[config.mk]
export PLATFORM = sky130hd
export DESIGN_NAME = tc_segment_packet_extractor_top
export DESIGN_NICKNAME = d
export VERILOG_FILES = /design/src/hdl/tcspe_pkg.sv /design/src/hdl/tcspe_queue.sv /design/src/hdl/tcspe_front.sv /design/src/hdl/tcspe_back.sv /design/src/hdl/tc_segment_packet_extractor_top.sv
export SDC_FILE = /design/constraint.sdc
export NUM_CORES = 1
export LEC_CHECK = 0
export ABC_AREA = 1
export BUFFER_PORTS_ARGS = -buffer_cell sky130_fd_sc_hd__buf_2
export CORE_ASPECT_RATIO = 1.1
export CORE_MARGIN = 3
export CORE_UTILIZATION = 60
export CTS_CLUSTER_SIZE = 25
export DETAILED_ROUTE_END_ITERATION = 16
export PLACE_DENSITY = 0.8
export RECOVER_POWER = 100
export SLEW_MARGIN = 20
export SYNTH_ARGS = -nofsm -noshare
export SYNTH_HDL_FRONTEND = slang
export SYNTH_SLANG_ARGS = --single-unit
[constraint.sdc]
create_clock -name clk -period 7.6 [get_ports clk]
set_input_delay 1.14 -clock clk [delete_from_list [all_inputs] [get_ports clk]]
set_output_delay 1.14 -clock clk [all_outputs]
set_load 0.01 [all_outputs]
[src/hdl/tcspe_pkg.sv]
// Package for the telecommand segment and packet extractor.
// Holds the shared types, codes and widths; no dependencies.
`default_nettype none
package tcspe_pkg;

	localparam int FLEN_W = 12;
	localparam int IDX_W  = 12;
	localparam int BLK_W  = 17;
	localparam int ALEN_W = 17;
	localparam int NSLOT  = 5;

	localparam logic [IDX_W-1:0] IDX_MAX     = {IDX_W{1'b1}};
	localparam int               SP_OVERHEAD = 7;

	localparam int MAX_PACKET_BYTES_DEF = 2048;
	localparam int MIN_BLOCK_BYTES_DEF  = 7;

	localparam int QDEPTH = 4;
	localparam int QPTR_W = 2;

	typedef enum logic [1:0] {
		SEG_CONT  = 2'd0,
		SEG_FIRST = 2'd1,
		SEG_LAST  = 2'd2,
		SEG_WHOLE = 2'd3
	} seg_flags_t;

	typedef enum logic [1:0] {
		KIND_BYTE   = 2'd0,
		KIND_COMMIT = 2'd1,
		KIND_ABORT  = 2'd2,
		KIND_STATUS = 2'd3
	} kind_t;

	typedef enum logic [2:0] {
		ST_OK        = 3'd0,
		ST_TOO_LARGE = 3'd1,
		ST_ILLEGAL   = 3'd2,
		ST_CORRUPTED = 3'd3,
		ST_RESIDUAL  = 3'd4
	} status_t;

	// Slot positions inside one work record, in emission order.
	localparam int SLOT_DROP   = 0;
	localparam int SLOT_BYTE   = 1;
	localparam int SLOT_MID    = 2;
	localparam int SLOT_END    = 3;
	localparam int SLOT_STATUS = 4;

	// One classified input byte: which results it causes and their payload.
	typedef struct packed {
		logic [NSLOT-1:0] vld;
		kind_t            mid_kind;
		kind_t            end_kind;
		logic [7:0]       data;
		status_t          status;
	} rec_t;

endpackage
`default_nettype wire

[src/hdl/tcspe_queue.sv]
// Short queue of work records between the front and back parts.
// Depends on tcspe_pkg for the record type and depth.
`default_nettype none
module tcspe_queue
	import tcspe_pkg::*;
(
	input  wire logic clk,
	input  wire logic arst_n,
	input  wire logic wr_en,
	input  wire rec_t wr_data,
	output logic      full,
	input  wire logic rd_en,
	output rec_t      rd_data,
	output logic      empty
);

	rec_t              mem_q [QDEPTH];
	logic [QPTR_W-1:0] wr_ptr_q;
	logic [QPTR_W-1:0] rd_ptr_q;
	logic [QPTR_W:0]   count_q;

	assign full    = (count_q == (QPTR_W+1)'(QDEPTH));
	assign empty   = (count_q == '0);
	assign rd_data = mem_q[rd_ptr_q];

	always_ff @(posedge clk) begin
		if (wr_en) begin
			mem_q[wr_ptr_q] <= wr_data;
		end
	end

	always_ff @(posedge clk or negedge arst_n) begin
		if (!arst_n) begin
			wr_ptr_q <= '0;
			rd_ptr_q <= '0;
			count_q  <= '0;
		end else begin
			if (wr_en) begin
				wr_ptr_q <= wr_ptr_q + 1'b1;
			end
			if (rd_en) begin
				rd_ptr_q <= rd_ptr_q + 1'b1;
			end
			case ({wr_en, rd_en})
				2'b10:   count_q <= count_q + 1'b1;
				2'b01:   count_q <= count_q - 1'b1;
				default: count_q <= count_q;
			endcase
		end
	end

endmodule
`default_nettype wire

[src/hdl/tcspe_front.sv]
// Front part: tracks frame and packet state per byte and classifies each byte
// into one work record. Depends on tcspe_pkg.
`default_nettype none
module tcspe_front
	import tcspe_pkg::*;
#(
	parameter int MAX_PACKET_BYTES = MAX_PACKET_BYTES_DEF,
	parameter int MIN_BLOCK_BYTES  = MIN_BLOCK_BYTES_DEF
) (
	input  wire logic              clk,
	input  wire logic              arst_n,
	input  wire logic              accept,
	input  wire logic [1:0]        seq_flags,
	input  wire logic [FLEN_W-1:0] frame_length,
	input  wire logic [7:0]        data_byte,
	input  wire logic              frame_first,
	input  wire logic              frame_last,
	output logic                   rec_push,
	output rec_t                   rec
);

	localparam logic [ALEN_W-1:0] MAX_L = ALEN_W'(MAX_PACKET_BYTES);
	localparam logic [FLEN_W-1:0] MIN_L = FLEN_W'(MIN_BLOCK_BYTES);

	seg_flags_t         prev_q;
	logic [ALEN_W-1:0]  alen_q;
	logic               open_q;
	logic [IDX_W-1:0]   fbi_q;
	logic [BLK_W-1:0]   bbi_q;
	logic [BLK_W-1:0]   bsize_q;
	logic [7:0]         hi_q;
	status_t            res_q;

	seg_flags_t         n_prev;
	logic [ALEN_W-1:0]  n_alen;
	logic               n_open;
	logic [IDX_W-1:0]   n_fbi;
	logic [BLK_W-1:0]   n_bbi;
	logic [BLK_W-1:0]   n_bsize;
	logic [7:0]         n_hi;
	status_t            n_res;

	always_comb begin
		seg_flags_t        flags;
		logic              drop;
		logic [ALEN_W-1:0] sum;
		logic [IDX_W-1:0]  idx;
		logic [IDX_W-1:0]  start;
		logic [BLK_W:0]    bi_inc;
		logic              bad;

		flags   = seg_flags_t'(seq_flags);
		n_prev  = prev_q;
		n_alen  = alen_q;
		n_open  = open_q;
		n_fbi   = fbi_q;
		n_bbi   = bbi_q;
		n_bsize = bsize_q;
		n_hi    = hi_q;
		n_res   = res_q;
		drop    = 1'b0;
		sum     = alen_q + ALEN_W'(frame_length);
		start   = '0;
		bi_inc  = '0;
		bad     = 1'b0;

		rec          = '0;
		rec.data     = data_byte;
		rec.mid_kind = KIND_COMMIT;
		rec.end_kind = KIND_COMMIT;

		// Frame start: open packet may be dropped, portion order and size checked.
		if (frame_first || fbi_q == '0) begin
			drop    = open_q && (bbi_q != '0 || flags == SEG_FIRST
				|| flags == SEG_WHOLE);
			n_fbi   = '0;
			n_res   = ST_OK;
			n_bbi   = '0;
			n_bsize = '0;
			if (flags == SEG_WHOLE) begin
				if (frame_length == '0) begin
					n_res = ST_CORRUPTED;
				end else if (ALEN_W'(frame_length) > MAX_L) begin
					n_res = ST_TOO_LARGE;
				end
			end else if (flags == SEG_FIRST) begin
				if (ALEN_W'(frame_length) > MAX_L) begin
					n_res  = ST_TOO_LARGE;
					n_alen = '0;
				end else begin
					n_alen = ALEN_W'(frame_length);
				end
			end else if (prev_q == SEG_FIRST || prev_q == SEG_CONT) begin
				if (sum > MAX_L) begin
					n_res  = ST_TOO_LARGE;
					n_alen = '0;
					drop   = open_q;
				end else begin
					n_alen = sum;
				end
			end else begin
				n_res  = ST_ILLEGAL;
				n_alen = '0;
				drop   = open_q;
			end
			if (drop) begin
				rec.vld[SLOT_DROP] = 1'b1;
				n_open = 1'b0;
			end
			if (flags != SEG_WHOLE && n_res == ST_OK) begin
				n_open = 1'b1;
			end
		end

		idx = n_fbi;

		if (flags != SEG_WHOLE) begin
			if (n_open && idx < frame_length) begin
				rec.vld[SLOT_BYTE] = 1'b1;
			end
		end else if (n_res == ST_OK && idx < frame_length) begin
			if (n_bbi == '0) begin
				if (frame_length - idx > MIN_L) begin
					n_open = 1'b1;
					rec.vld[SLOT_BYTE] = 1'b1;
					n_bbi = BLK_W'(1);
				end else begin
					n_res = ST_RESIDUAL;
				end
			end else begin
				rec.vld[SLOT_BYTE] = 1'b1;
				if (n_bbi == BLK_W'(4)) begin
					n_hi = data_byte;
				end
				if (n_bbi == BLK_W'(5)) begin
					start   = (idx >= IDX_W'(5)) ? idx - IDX_W'(5) : '0;
					n_bsize = BLK_W'({n_hi, data_byte}) + BLK_W'(SP_OVERHEAD);
					bad     = n_bsize > BLK_W'(frame_length - start);
				end
				if (bad) begin
					rec.vld[SLOT_MID] = 1'b1;
					rec.mid_kind = KIND_ABORT;
					n_open = 1'b0;
					n_bbi  = '0;
					n_res  = ST_CORRUPTED;
				end else begin
					bi_inc = {1'b0, n_bbi} + 1'b1;
					n_bbi  = bi_inc[BLK_W-1:0];
					if (bi_inc >= (BLK_W+1)'(6) && bi_inc == {1'b0, n_bsize}) begin
						rec.vld[SLOT_MID] = 1'b1;
						rec.mid_kind = KIND_COMMIT;
						n_open = 1'b0;
						n_bbi  = '0;
					end
				end
			end
		end

		if (frame_last) begin
			if (flags == SEG_WHOLE) begin
				if (n_open) begin
					rec.vld[SLOT_END] = 1'b1;
					rec.end_kind = KIND_ABORT;
					n_open = 1'b0;
					if (n_res == ST_OK) begin
						n_res = ST_CORRUPTED;
					end
				end
				if (n_res == ST_OK && ({1'b0, idx} + 1'b1) < {1'b0, frame_length}) begin
					n_res = ST_CORRUPTED;
				end
			end else if (flags == SEG_LAST && n_open) begin
				rec.vld[SLOT_END] = 1'b1;
				rec.end_kind = KIND_COMMIT;
				n_open = 1'b0;
				n_alen = '0;
			end
			rec.vld[SLOT_STATUS] = 1'b1;
			rec.status = n_res;
			n_prev  = flags;
			n_fbi   = '0;
			n_bbi   = '0;
			n_bsize = '0;
		end else begin
			n_fbi = (idx < IDX_MAX) ? idx + 1'b1 : IDX_MAX;
		end
	end

	assign rec_push = accept && (rec.vld != '0);

	always_ff @(posedge clk or negedge arst_n) begin
		if (!arst_n) begin
			prev_q  <= SEG_WHOLE;
			alen_q  <= '0;
			open_q  <= 1'b0;
			fbi_q   <= '0;
			bbi_q   <= '0;
			bsize_q <= '0;
			hi_q    <= '0;
			res_q   <= ST_OK;
		end else if (accept) begin
			prev_q  <= n_prev;
			alen_q  <= n_alen;
			open_q  <= n_open;
			fbi_q   <= n_fbi;
			bbi_q   <= n_bbi;
			bsize_q <= n_bsize;
			hi_q    <= n_hi;
			res_q   <= n_res;
		end
	end

endmodule
`default_nettype wire

[src/hdl/tcspe_back.sv]
// Back part: walks the oldest record's slots, issues one result per cycle into
// the output register while it is empty or popped. Depends on tcspe_pkg.
`default_nettype none
module tcspe_back
	import tcspe_pkg::*;
(
	input  wire logic clk,
	input  wire logic arst_n,
	input  wire rec_t head,
	input  wire logic head_valid,
	output logic      head_pop,
	input  wire logic pop,
	output logic      empty,
	output logic [1:0] out_kind,
	output logic [7:0] out_byte,
	output logic [2:0] frame_status,
	output logic       run_last
);

	logic [NSLOT-1:0] done_q;
	logic             valid_q;
	kind_t            kind_q;
	logic [7:0]       byte_q;
	status_t          status_q;
	logic             last_q;

	logic [NSLOT-1:0] pending;
	logic [NSLOT-1:0] pick;
	logic             load;
	logic             is_last;
	kind_t            pick_kind;

	assign pending = head.vld & ~done_q;

	always_comb begin
		logic found;
		found = 1'b0;
		pick  = '0;
		for (int i = 0; i < NSLOT; i++) begin
			if (pending[i] && !found) begin
				pick[i] = 1'b1;
				found   = 1'b1;
			end
		end
	end

	always_comb begin
		pick_kind = KIND_BYTE;
		if (pick[SLOT_DROP]) begin
			pick_kind = KIND_ABORT;
		end else if (pick[SLOT_MID]) begin
			pick_kind = head.mid_kind;
		end else if (pick[SLOT_END]) begin
			pick_kind = head.end_kind;
		end else if (pick[SLOT_STATUS]) begin
			pick_kind = KIND_STATUS;
		end
	end

	assign is_last  = (pending & ~pick) == '0;
	assign load     = head_valid && (!valid_q || pop);
	assign head_pop = load && is_last;

	always_ff @(posedge clk or negedge arst_n) begin
		if (!arst_n) begin
			done_q  <= '0;
			valid_q <= 1'b0;
		end else begin
			if (load) begin
				done_q <= is_last ? '0 : (done_q | pick);
			end
			if (load) begin
				valid_q <= 1'b1;
			end else if (pop) begin
				valid_q <= 1'b0;
			end
		end
	end

	always_ff @(posedge clk) begin
		if (load) begin
			kind_q   <= pick_kind;
			byte_q   <= (pick_kind == KIND_BYTE) ? head.data : 8'd0;
			status_q <= (pick_kind == KIND_STATUS) ? head.status : ST_OK;
			last_q   <= is_last;
		end
	end

	assign empty        = !valid_q;
	assign out_kind     = kind_q;
	assign out_byte     = byte_q;
	assign frame_status = status_q;
	assign run_last     = last_q;

endmodule
`default_nettype wire

[src/hdl/tc_segment_packet_extractor_top.sv]
// Top level of the telecommand segment and packet extractor.
// Depends on tcspe_pkg, tcspe_front, tcspe_queue and tcspe_back.
//
//   Channel  Direction  Handshake          Payload
//   input    in         push / full        seq_flags, frame_length, data_byte,
//                                          frame_first, frame_last
//   result   out        empty / pop        out_kind, out_byte, frame_status,
//                                          run_last
//
// The front part takes one byte per cycle while full is low and updates all
// frame and packet state in that same cycle, so a byte can follow in the next
// cycle. Each byte that causes results becomes one work record in a four-entry
// queue. The back part issues one result per cycle while its output is empty
// or popped; a byte causes one to four results, most bytes one. Result issue
// sets the sustained throughput. After reset the block is ready at once.
`default_nettype none
module tc_segment_packet_extractor_top
	import tcspe_pkg::*;
#(
	parameter int MAX_PACKET_BYTES = MAX_PACKET_BYTES_DEF,
	parameter int MIN_BLOCK_BYTES  = MIN_BLOCK_BYTES_DEF
) (
	input  wire logic              clk,
	input  wire logic              arst_n,
	input  wire logic              push,
	output logic                   full,
	input  wire logic [1:0]        seq_flags,
	input  wire logic [FLEN_W-1:0] frame_length,
	input  wire logic [7:0]        data_byte,
	input  wire logic              frame_first,
	input  wire logic              frame_last,
	output logic                   empty,
	input  wire logic              pop,
	output logic [1:0]             out_kind,
	output logic [7:0]             out_byte,
	output logic [2:0]             frame_status,
	output logic                   run_last
);

	logic accept;
	logic rec_push;
	rec_t rec;
	rec_t head;
	logic q_empty;
	logic head_pop;

	// A request is taken whenever the queue has room; full only reflects the
	// queue, so the front never stalls on a pending result by itself.
	assign accept = push && !full;

	tcspe_front #(
		.MAX_PACKET_BYTES(MAX_PACKET_BYTES),
		.MIN_BLOCK_BYTES (MIN_BLOCK_BYTES)
	) u_front (
		.clk         (clk),
		.arst_n      (arst_n),
		.accept      (accept),
		.seq_flags   (seq_flags),
		.frame_length(frame_length),
		.data_byte   (data_byte),
		.frame_first (frame_first),
		.frame_last  (frame_last),
		.rec_push    (rec_push),
		.rec         (rec)
	);

	// The queue decouples classification from result issue.
	tcspe_queue u_queue (
		.clk    (clk),
		.arst_n (arst_n),
		.wr_en  (rec_push),
		.wr_data(rec),
		.full   (full),
		.rd_en  (head_pop),
		.rd_data(head),
		.empty  (q_empty)
	);

	// The back part owns the output register seen on the result ports.
	tcspe_back u_back (
		.clk         (clk),
		.arst_n      (arst_n),
		.head        (head),
		.head_valid  (!q_empty),
		.head_pop    (head_pop),
		.pop         (pop),
		.empty       (empty),
		.out_kind    (out_kind),
		.out_byte    (out_byte),
		.frame_status(frame_status),
		.run_last    (run_last)
	);

endmodule
`default_nettype wire
==> metrics.md, run 1 <==
| Metric | Value |
|---|---|
| Non-filler cells, final | `2151` |
| Register Area | `0.00505 sq mm` |
| Period Utilization, post-route | `92.8%` |
| Layout area overhead | `7.63%` |
| Placed Area | `0.0139 sq mm` |
| Pleak | `0.00665 uW` |
| Site Rows | `56` |
| CTS tree | `built` |
| Vias in the first global route | `12100` |
| WL final | `37.0 mm` |
| Setup TNS | `0 ns` |
| Yosys top cell area share | `21.0%` |
| Clock transition at path regs | `0.07 ns` |
| Total track usage | `31.1%` |
| TritonCTS Buffers | `17` |
| Pin count of the biggest net entering global routing | `53` |
| Hpwl dp | `27.6 mm` |
| Post-synth top cells | `471 x nand2_1, 230 x inv_1, 173 x nor2_1` |
| Met3 usage | `4.31%` |
| RePlAce Congestion | `0.961` |
| Worst relative slew slack | `-93.1%` |
| # port buffers | `43` |
| Asr flop ratio synth | `48.6%` |
| Vias | `12600` |
| Crit. End Element | `flop` |
| IO Count | `44` |
| Crit path max-delay cell type | `o41ai_2` |
| # diodes | `0` |
| Pre-CTS WS | `0.0973 ns` |
| Final slew viol count | `181` |
| DRT Pass-1 Iters | `6` |
| Initial antenna violation count | `0` |
| Vias per cell | `5.87` |
| Root Buffer | `clkbuf_16` |
| Area used by multi-input combinational logic | `0.00724 sq mm` |
| CORE AREA | `0.0217 sq mm` |
| Die Ht | `163 um` |
| Met1 Resource Use GR | `40.1%` |
| Slew @ Worst Pin | `2.90 ns` |
| Syn Area/Cell | `7.38 sq um` |
| Crit start category | `input port` |
| Most common cell in the netlist | `nand2_1` |
| Post-route cell area | `0.0144 sq mm` |
| DR iter-0 viols | `1281` |
| Final Hold Fails | `0` |
| Synth top area cells | `edfxtp_1 21%, dfrtp_1 16%, nand2_1 13%` |
| Syn_nets | `1927` |
| Die X | `149 um` |
| Post-synth cell types | `62` |
| Fraction of layout cells with a size suffix above 1 | `6.23%` |
| Max VDD drop | `169 uV` |
| Nets@finish | `1957` |
| Layer with the highest usage | `met2` |
| Total gr overflow | `0` |
| Status | `finished, violations left` |
| Global-route wire length before repair | `60.2 mm` |
| WS Path Type | `input port to flop` |
| CP top delay family | `simple AND/OR/NAND/NOR gates` |
| Worst Path Max Fanout | `15` |
| Clk_skew | `0.0149 ns` |
| Cells after Synth | `1818` |
| Fill cells | `1857` |
| Fmax achieved | `142 MHz` |
| Cell type with the largest total area after synthesis | `edfxtp_1` |
| Crit path DAT | `7.23 ns` |
| GR Util met2 | `52.5%` |
| Post-CTS Setup Inserts | `0` |
| Buf+Inv Stages, Crit Path | `7` |
| Max incr delay on CP | `0.46 ns` |
| DRC | `0` |
| Number of placed instances, taps included | `2119` |
| Failing checks | `capacitance limit, slew limit` |
| Final ANT Viol Nets | `0` |
| Clk Latency, worst-skew pair | `0.45 ns` |
| Most frequent CP cell | `a21oi_1` |
| Cell Area, Synth | `0.0134 sq mm` |
| Drt wl/cell | `17.2 um` |
| Initial Util | `61.9%` |
| Required @ worst endpoint | `7.77 ns` |
| Post-synth EDFFs | `94` |
| Max-capacitance violation count | `4` |
| Pwr per Cell Area | `266 mW/mm^2` |
| Post-layout min period | `7.05 ns` |
| Clock Sink Count | `183` |
| FF+latch count, synth | `183` |
| Yosys warnings | `0` |
| Synth Flop Type | `edfxtp_1` |
| Clock Path Buffers | `2` |
| Final worst setup slack | `0.545 ns` |
| Worst hold path class | `flop to flop` |
| Htree depth | `4` |
| Die area | `0.0242 sq mm` |
| Final setup fails | `0` |
| Post-synthesis sequential area ratio | `37.7%` |
registers in the layout (all words and copies together) (netlist names), 5 cells and up:
| signal | flops |
|---|---|
| u_back.done_q | 5 |
| u_front.fbi_q | 12 |
| u_front.bsize_q | 17 |
| u_back.out_byte | 8 |
| u_front.alen_q | 17 |
| u_front.hi_q | 8 |
| u_queue.mem_q | 80 |
| u_front.bbi_q | 17 |
path summary, 6_finish.rpt:
check | startpoint | to | slack, ns | cells past startpoint
worst max register to register | u_front.fbi_q[3] | u_queue.mem_q[2][1] | 0.57 | 37
worst min-delay path | u_front.bsize_q[7] | u_front.bsize_q[7] | 0.49 | 2
max in group asynchronous | arst_n | u_front.alen_q[12] | 2.49 | 2
worst max-delay path | frame_first | u_queue.mem_q[2][1] | 0.55 | 35
min in group asynchronous | arst_n | u_queue.count_q[2] | 1.42 | 1
worst min register to register | u_front.bsize_q[7] | u_front.bsize_q[7] | 0.49 | 2
worst register-to-register path, delay by kind of cell (launching register included):
kind            cells  cell delay, ns
buf+inv             6            0.62
fa+ha+maj           3            0.83
simple gates       15            2.68
flops               1            0.42
compound gates     13            2.23
logic make-up after synthesis:
logic type | synth area share (%)
AO/OA/AOI/OAI | 13.6
XOR/XNOR | 3.40
adder cells (fa/ha/maj) | 7.78
buffers and inverters | 8.50
flip-flops | 37.7
multiplexers | 0.0840
AND/OR/NAND/NOR | 29.0
cell usage in the layout, fill, tap and decap left out, drive strengths merged, types with 2 or more instances in the layout:
cell / netlist / routed
nand4: 31 / 31
a32o: 2 / 2
a31oi: 11 / 11
o211ai: 10 / 10
clkbuf: 33 / 55
bufinv: 0 / 2
inv: 243 / 251
nand2: 486 / 486
edfxtp: 94 / 94
o41ai: 3 / 3
nor4: 9 / 9
o21ai: 142 / 142
and2: 4 / 4
ha: 77 / 77
nor3: 29 / 29
nand3b: 3 / 3
o22ai: 4 / 4
xnor2: 10 / 10
fa: 4 / 4
or2: 6 / 6
nor2: 190 / 190
a21boi: 3 / 3
nand3: 126 / 126
o2111ai: 7 / 7
clkinv: 2 / 5
dfrtp: 88 / 88
o31ai: 2 / 2
a221oi: 12 / 12
o221ai: 3 / 3
o21bai: 4 / 4
buf: 15 / 23
a21o: 4 / 4
a21oi: 109 / 109
xor2: 42 / 42
area by class of cell:
class                           count  area share [%]
Multi-Input combinational cell   1342            50.1
Sequential cell                   183            35.0
Inverter                          245            6.39
Clock buffer                       19            3.00
Tap cell                          290            2.51
Timing Repair Buffer               59            1.87
Clock inverter                     13            1.11
through the flow:
stage          utilization [%]  power, uW  hold WS [ns]
6_report                  66.7       3850         0.488
5_1_grt                   66.7       4110         0.534
4_1_cts                   67.0       3860         0.490
3_5_place_dp              64.3       2940         0.473
3_3_place_gp              64.3       2890         0.464
2_1_floorplan                -       2500         0.447
timing repair:
| item | in CTS | in global routing |
|---|---|---|
| gates resized for setup | 0 | 2 |
| hold buffers | 0 | 0 |
| endpoints found under the setup margin | 0 | 14 |
| hold endpoints to repair | 0 | 0 |
power breakdown:
group / total (uW) / internal (uW) / switching, uW
Combinational: 1530 / 464 / 1070
Sequential: 1390 / 1300 / 95.5
Clock: 922 / 498 / 424
routing by layer:
metal,wire length [um],vias up
met1,14900,5852
li1,-,6116
met5,0,-
met3,2820,100
met2,17800,565
met4,1510,0
(Power assumes the default switching activity.)
==> inputs of run 2 (changes only) <==
Clock period 7.6 ns to 6.7 ns, I/O delays scaled along.
==> metrics.md, run 2 (synthesized netlist as in run 1, its figures left out) <==
| Metric | Value |
|---|---|
| Reg2reg end | `u_queue.mem_q[1][0]` |
| Post-CTS Hold Buffers | `0 (unchanged)` |
| Initial antenna violation count | `0 (unchanged)` |
| Finished Core Util | `68.1% (+1.4 points)` |
| Final Power | `4470 uW (+16%)` |
| # port buffers | `43 (unchanged)` |
| Most flops, register | `u_queue.mem_q` |
| Site Rows | `56 (unchanged)` |
| # diodes | `0 (unchanged)` |
| Max VDD drop | `201 uV (+19%)` |
| Clk Latency, worst-skew pair | `0.45 ns (about the same)` |
| DRT Pass-1 Iters | `7 (+1)` |
| WS Path Type | `flop to flop` |
| Root Buffer | `clkbuf_16` |
| RePlAce Congestion | `1.01 (+4.9%)` |
| Status | `finished, violations left` |
| Crit start category | `flop` |
| Commonest non-fill, non-tap cell in the layout | `nand2_1` |
| Vias | `12700 (+0.82%)` |
| Hpwl dp | `28.9 mm (+4.8%)` |
| Post-layout min period | `6.24 ns` |
| Clock transition at path regs | `0.08 ns (about the same)` |
| Total track usage | `32.5% (+1.4 points)` |
| TritonCTS Buffers | `17 (unchanged)` |
| Drt wl/cell | `18.0 um (+5.1%)` |
| Global-route wire length before repair | `62.0 mm (+3.0%)` |
| Flop2flop setup slack | `0.46 ns (-0.11 ns)` |
| Vias in the first global route | `11900 (-1.6%)` |
| Max FFs per register | `80 (unchanged)` |
| Worst R2R Path Depth | `37 (unchanged)` |
| CORE AREA | `0.0217 sq mm (unchanged)` |
| Crit path to | `u_queue.mem_q[1][0]` |
| Layout area overhead | `9.95%` |
| Final setup fails | `0 (unchanged)` |
| Nets@finish | `1978 (+1.1%)` |
| Die Ht | `163 um (unchanged)` |
| Most frequent CP cell | `a21oi_1` |
| Die X | `149 um (unchanged)` |
| R2R Path Start | `u_front.fbi_q[3]` |
| Vias per cell | `5.86 (-0.16%)` |
| Max-capacitance violation count | `3 (-1)` |
| Die area | `0.0242 sq mm (unchanged)` |
| Initial Util | `61.9% (unchanged)` |
| Crit path DAT | `6.43 ns (-0.80 ns)` |
| DRC | `0 (unchanged)` |
| Pleak | `0.00682 uW (+2.5%)` |
| Htree depth | `4 (unchanged)` |
| Pwr per Cell Area | `303 mW/mm^2 (+14%)` |
| Crit path max-delay cell type | `dfrtp_1` |
| Worst relative slew slack | `-87.7% (+5.4 points)` |
| Most frequent cells in the layout | `471 x nand2_1, 230 x inv_1, 169 x nor2_1` |
| WL final | `39.2 mm (+6.1%)` |
| CTS tree | `built` |
| Worst hold path class | `flop to flop` |
| Clk_skew | `0.0207 ns (+0.00581 ns)` |
| Crit. End Element | `flop` |
| Pin count of the biggest net entering global routing | `50 (-5.7%)` |
| Fraction of layout cells with a size suffix above 1 | `8.29% (+2.1 points)` |
| DR iter-0 viols | `1222 (-4.6%)` |
| Failing checks | `capacitance limit, slew limit` |
| Period Utilization, post-route | `93.2%` |
| Crit path from | `u_front.fbi_q[3]` |
| Final Hold Fails | `0 (unchanged)` |
| Required @ worst endpoint | `6.89 ns (-0.88 ns)` |
| Final slew viol count | `141 (-22%)` |
| Fmax achieved | `160 MHz` |
| Clock Path Buffers | `2 (unchanged)` |
| Worst Path Max Fanout | `7 (-8)` |
| IO Count | `44 (unchanged)` |
| HP Start | `u_front.hi_q[5]` |
| Total gr overflow | `0 (unchanged)` |
| Slew @ Worst Pin | `2.81 ns (-0.0817 ns)` |
| Final ANT Viol Nets | `0 (unchanged)` |
| Max incr delay on CP | `0.43 ns (-0.03 ns)` |
| Clock Sink Count | `183 (unchanged)` |
==> run 2: timing repair <==
| item | CTS | global route |
|---|---|---|
| pin swaps | 0 | 6 |
| setup endpoints to repair | 12 | 52 |
| setup buffers | 0 | 3 |
| resized for setup | 2 | 16 |
| hold endpoints to repair | 0 | 0 |
==> run 2: worst min-delay path by stage <==
stage                            endpoint  slack [ns]  cells after the start
final                     u_front.hi_q[5]        0.49                      2
after global routing      u_front.hi_q[5]        0.52                      2
after CTS                 u_front.hi_q[3]        0.49                      2
after detailed placement  u_front.hi_q[5]        0.47                      2
after global placement    u_front.hi_q[4]        0.47                      2
after floorplan           u_front.hi_q[6]        0.45                      2
==> run 2: stage by stage <==
stage               cells  setup slack, ns  instance area [sq um]  hold slack, ns  setup TNS, ns
CTS                  2169            0.119                  14700           0.489              0
floorplan            1818           0.0812                  13400           0.447              0
global route         2172         -0.00144                  14700           0.517       -0.00257
finish               2172            0.456                  14700           0.489              0
detailed placement   2137           -0.220                  14100           0.470          -2.43
global placement     2137           0.0668                  14100           0.466              0
==> run 2: power breakdown <==
| part | switching (uW) | leakage, uW | internal (uW) | total [uW] |
|---|---|---|---|---|
| logic | 1280 | 0.00445 | 545 | 1820 |
| registers | 91.5 | 0.00205 | 1470 | 1560 |
| clock network | 560 | 0.000311 | 530 | 1090 |
| total | 1930 | 0.00682 | 2540 | 4470 |
==> run 2: worst max-delay path: cells and delay by family (launching register included) <==
family	cells	cell delay (ns)
simple gates	14	1.97
flops	1	0.43
compound gates	14	2.31
buf+inv	7	0.66
fa+ha+maj	2	0.60
==> run 2: metal layers <==
| metal | wire length [um] | GRT usage, % | share of wire (%) |
|---|---|---|---|
| met1 | 16400 | 43.3 | 42 |
| met2 | 18800 | 54.3 | 48 |
| met3 | 2940 | 4.84 | 7.5 |
| met4 | 1040 | 11.3 | 2.6 |
| met5 | 0 | 0 | 0 |
==> run 2: cell type report <==
cell class,count,area (sq um)
Sequential cell,183,5050
Clock buffer,17,425
Clock inverter,15,223
Multi-Input combinational cell,1342,7320
Inverter,245,922
Fill cell,1819,6900
Tap cell,290,363
Timing Repair Buffer,80,438
==> inputs of run 3 (changes only) <==
Settings changed: PLACE_DENSITY 0.8 to default, PLACE_DENSITY_LB_ADDON from default to 0.3.
==> metrics.md, run 3 (synthesized netlist as in run 1, its figures left out) <==
| Metric | Value |
|---|---|
| Hpwl dp | `28.5 mm (-1.5%)` |
| Die Ht | `163 um (unchanged)` |
| Clk_skew | `0.0239 ns (+0.00322 ns)` |
| Worst Path Max Fanout | `48 (+41)` |
| Htree depth | `4 (unchanged)` |
| Vias in the first global route | `12200 (+2.6%)` |
| Vias | `12900 (+0.99%)` |
| Max incr delay on CP | `1.75 ns (+1.32 ns)` |
| Failing checks | `capacitance limit, slew limit` |
| Total track usage | `32.0% (-0.43 points)` |
| Crit start category | `input port` |
| Most frequent cells in the layout | `472 x nand2_1, 231 x inv_1, 168 x nor2_1` |
| Crit path max-delay cell type | `clkbuf_1` |
| Status | `finished, violations left` |
| Most flops, register | `u_queue.mem_q` |
| # port buffers | `43 (unchanged)` |
| Commonest non-fill, non-tap cell in the layout | `nand2_1` |
| Cell depth of the worst setup path | `12 (-68%)` |
| Met2 Wirelength | `18.4 mm (-2.5%)` |
| Die X | `149 um (unchanged)` |
| DR iter-0 viols | `1234 (+0.98%)` |
| Slew @ Worst Pin | `2.67 ns (-0.145 ns)` |
| Vias per cell | `5.90 (+0.66%)` |
| Uppermost layer routed | `met4` |
| Non-filler cells, final | `2179 (+0.32%)` |
| # diodes | `0 (unchanged)` |
| RePlAce Congestion | `1.05 (+4.1%)` |
| HP Start | `u_front.hi_q[4]` |
| Required @ worst endpoint | `7.02 ns (+0.13 ns)` |
| Final worst setup slack | `0.481 ns (+0.0243 ns)` |
| WL final | `38.6 mm (-1.7%)` |
| Initial Util | `61.9% (unchanged)` |
| Max-capacitance violation count | `4 (+1)` |
| Period Utilization, post-route | `92.8% (-0.36 points)` |
| Max VDD drop | `199 uV (-0.82%)` |
| CP top delay family | `buffers and inverters` |
| Fill cells | `1874 (+3.0%)` |
| DRT Pass-1 Iters | `5 (-2)` |
| Pleak | `0.00684 uW (+0.29%)` |
| Root Buffer | `clkbuf_16` |
| Pwr per Cell Area | `302 mW/mm^2 (-0.30%)` |
| Clock Sink Count | `183 (unchanged)` |
| Die area | `0.0242 sq mm (unchanged)` |
| Initial antenna violation count | `0 (unchanged)` |
| Met1 Wirelength | `15.7 mm (-4.4%)` |
| Placed Area | `0.0141 sq mm (+0.16%)` |
| Worst path cell trace | `buf_2 > inv_1 > nor2_4 > clkbuf_1 > clkinv_1 > clkbuf_2 > nor2_2 > clkbuf_1 > inv_1 > a21oi_1 > nand2_1 > o21ai_0` |
| Flop2flop setup slack | `0.48 ns (+0.02 ns)` |
| Worst relative slew slack | `-78.0% (+9.7 points)` |
| Drt wl/cell | `17.7 um (-2.0%)` |
| CTS tree | `built` |
| Final Hold Fails | `0 (unchanged)` |
| Register Area | `0.00505 sq mm (about the same)` |
| Met3 WL | `2.92 mm (-0.54%)` |
| IO Count | `44 (unchanged)` |
| Final setup fails | `0 (unchanged)` |
| Site Rows | `56 (unchanged)` |
| Crit. End Element | `flop` |
| Number of placed instances, taps included | `2140 (+0.14%)` |
| Hold path endpoint | `u_front.hi_q[4]` |
| Hold Path Depth | `2 (unchanged)` |
| CORE AREA | `0.0217 sq mm (unchanged)` |
| Worst hold path class | `flop to flop` |
| Worst R2R Path Depth | `40 (+8.1%)` |
| Clock transition at path regs | `0.08 ns (about the same)` |
| Pin count of the biggest net entering global routing | `49 (-2.0%)` |
| Final slew viol count | `182 (+29%)` |
| Clk Latency, worst-skew pair | `0.45 ns (about the same)` |
| Post-layout min period | `6.22 ns (-0.0243 ns)` |
| Clock Path Buffers | `2 (unchanged)` |
| R2R Path Start | `u_front.fbi_q[5]` |
| Crit path DAT | `6.54 ns (+0.11 ns)` |
| Fmax achieved | `161 MHz (+0.39%)` |
| Final ANT Viol Nets | `0 (unchanged)` |
| Area used by multi-input combinational logic | `0.00729 sq mm (-0.46%)` |
| Pre-CTS WS | `-0.0485 ns (+0.171 ns)` |
| WS Path Type | `input port to flop` |
| Reg2reg end | `u_queue.mem_q[1][1]` |
| Post-route cell area | `0.0147 sq mm (about the same)` |
| Layout area overhead | `9.97% (about the same)` |
| Global-route wire length before repair | `61.7 mm (-0.62%)` |
| Fraction of layout cells with a size suffix above 1 | `8.47% (+0.18 points)` |
| Max FFs per register | `80 (unchanged)` |
| DRC | `0 (unchanged)` |
| Buf+Inv Stages, Crit Path | `7 (unchanged)` |
| Nets@finish | `1985 (+0.35%)` |
| Total gr overflow | `0 (unchanged)` |
| TritonCTS Buffers | `17 (unchanged)` |
[run 3: per-layer routing]
metal  up-vias  GRT usage, %
met1      5993          40.6
li1       6167             -
met4         0          14.2
met2       587          54.2
met5         -             0
met3       115          5.12
[run 3: final cells by class]
type / instances / share of cell area (%)
clock buffers: 17 / 2.88
flip-flops and latches: 183 / 34.3
multi-input cells: 1342 / 49.4
clock inverters: 15 / 1.48
well taps: 290 / 2.46
inverters: 245 / 6.25
repair buffers: 87 / 3.23
[run 3: worst max path at each step]
stage          slack [ns]             start                   to
2_1_floorplan        0.08       frame_first  u_queue.mem_q[0][0]
3_3_place_gp         0.12       frame_first  u_queue.mem_q[1][0]
3_5_place_dp        -0.05       frame_first  u_queue.mem_q[2][1]
4_1_cts              0.16  u_front.fbi_q[5]  u_queue.mem_q[1][1]
5_1_grt             -0.02  u_front.fbi_q[5]  u_queue.mem_q[1][1]
6_report             0.48              push  u_front.bsize_q[10]
[run 3: repair_timing]
action / 4_1_cts / 5_1_grt
setup endpoints to repair: 0 / 52
hold buffers: 0 / 0
resized for setup: 0 / 15
hold endpoints to repair: 0 / 0
buffers inserted: 0 / 7
[run 3: worst register-to-register path, delay by kind of cell, from the launching register on]
kind                     cells  cell delay (ns)
AND/OR/NAND/NOR             18             2.33
AO/OA/AOI/OAI               13             1.93
buffers and inverters        7             0.65
adder cells (fa/ha/maj)      2             0.63
flip-flops                   1             0.41
[run 3: metrics by stage]
stage / hold slack, ns / power [uW] / TNS, ns / utilization, %
after floorplan: 0.447 / 2840 / 0 / -
after global placement: 0.462 / 3300 / 0 / 65.0
after detailed placement: 0.470 / 3380 / -0.324 / 65.0
after CTS: 0.488 / 4460 / 0 / 68.0
after global routing: 0.512 / 4740 / -0.0830 / 68.1
final: 0.485 / 4460 / 0 / 68.1
[run 3: report_power, final]
| group | total (uW) | switching [uW] | internal, uW |
|---|---|---|---|
| logic | 1830 | 1280 | 546 |
| registers | 1560 | 93.2 | 1470 |
| clock network | 1070 | 545 | 526 |
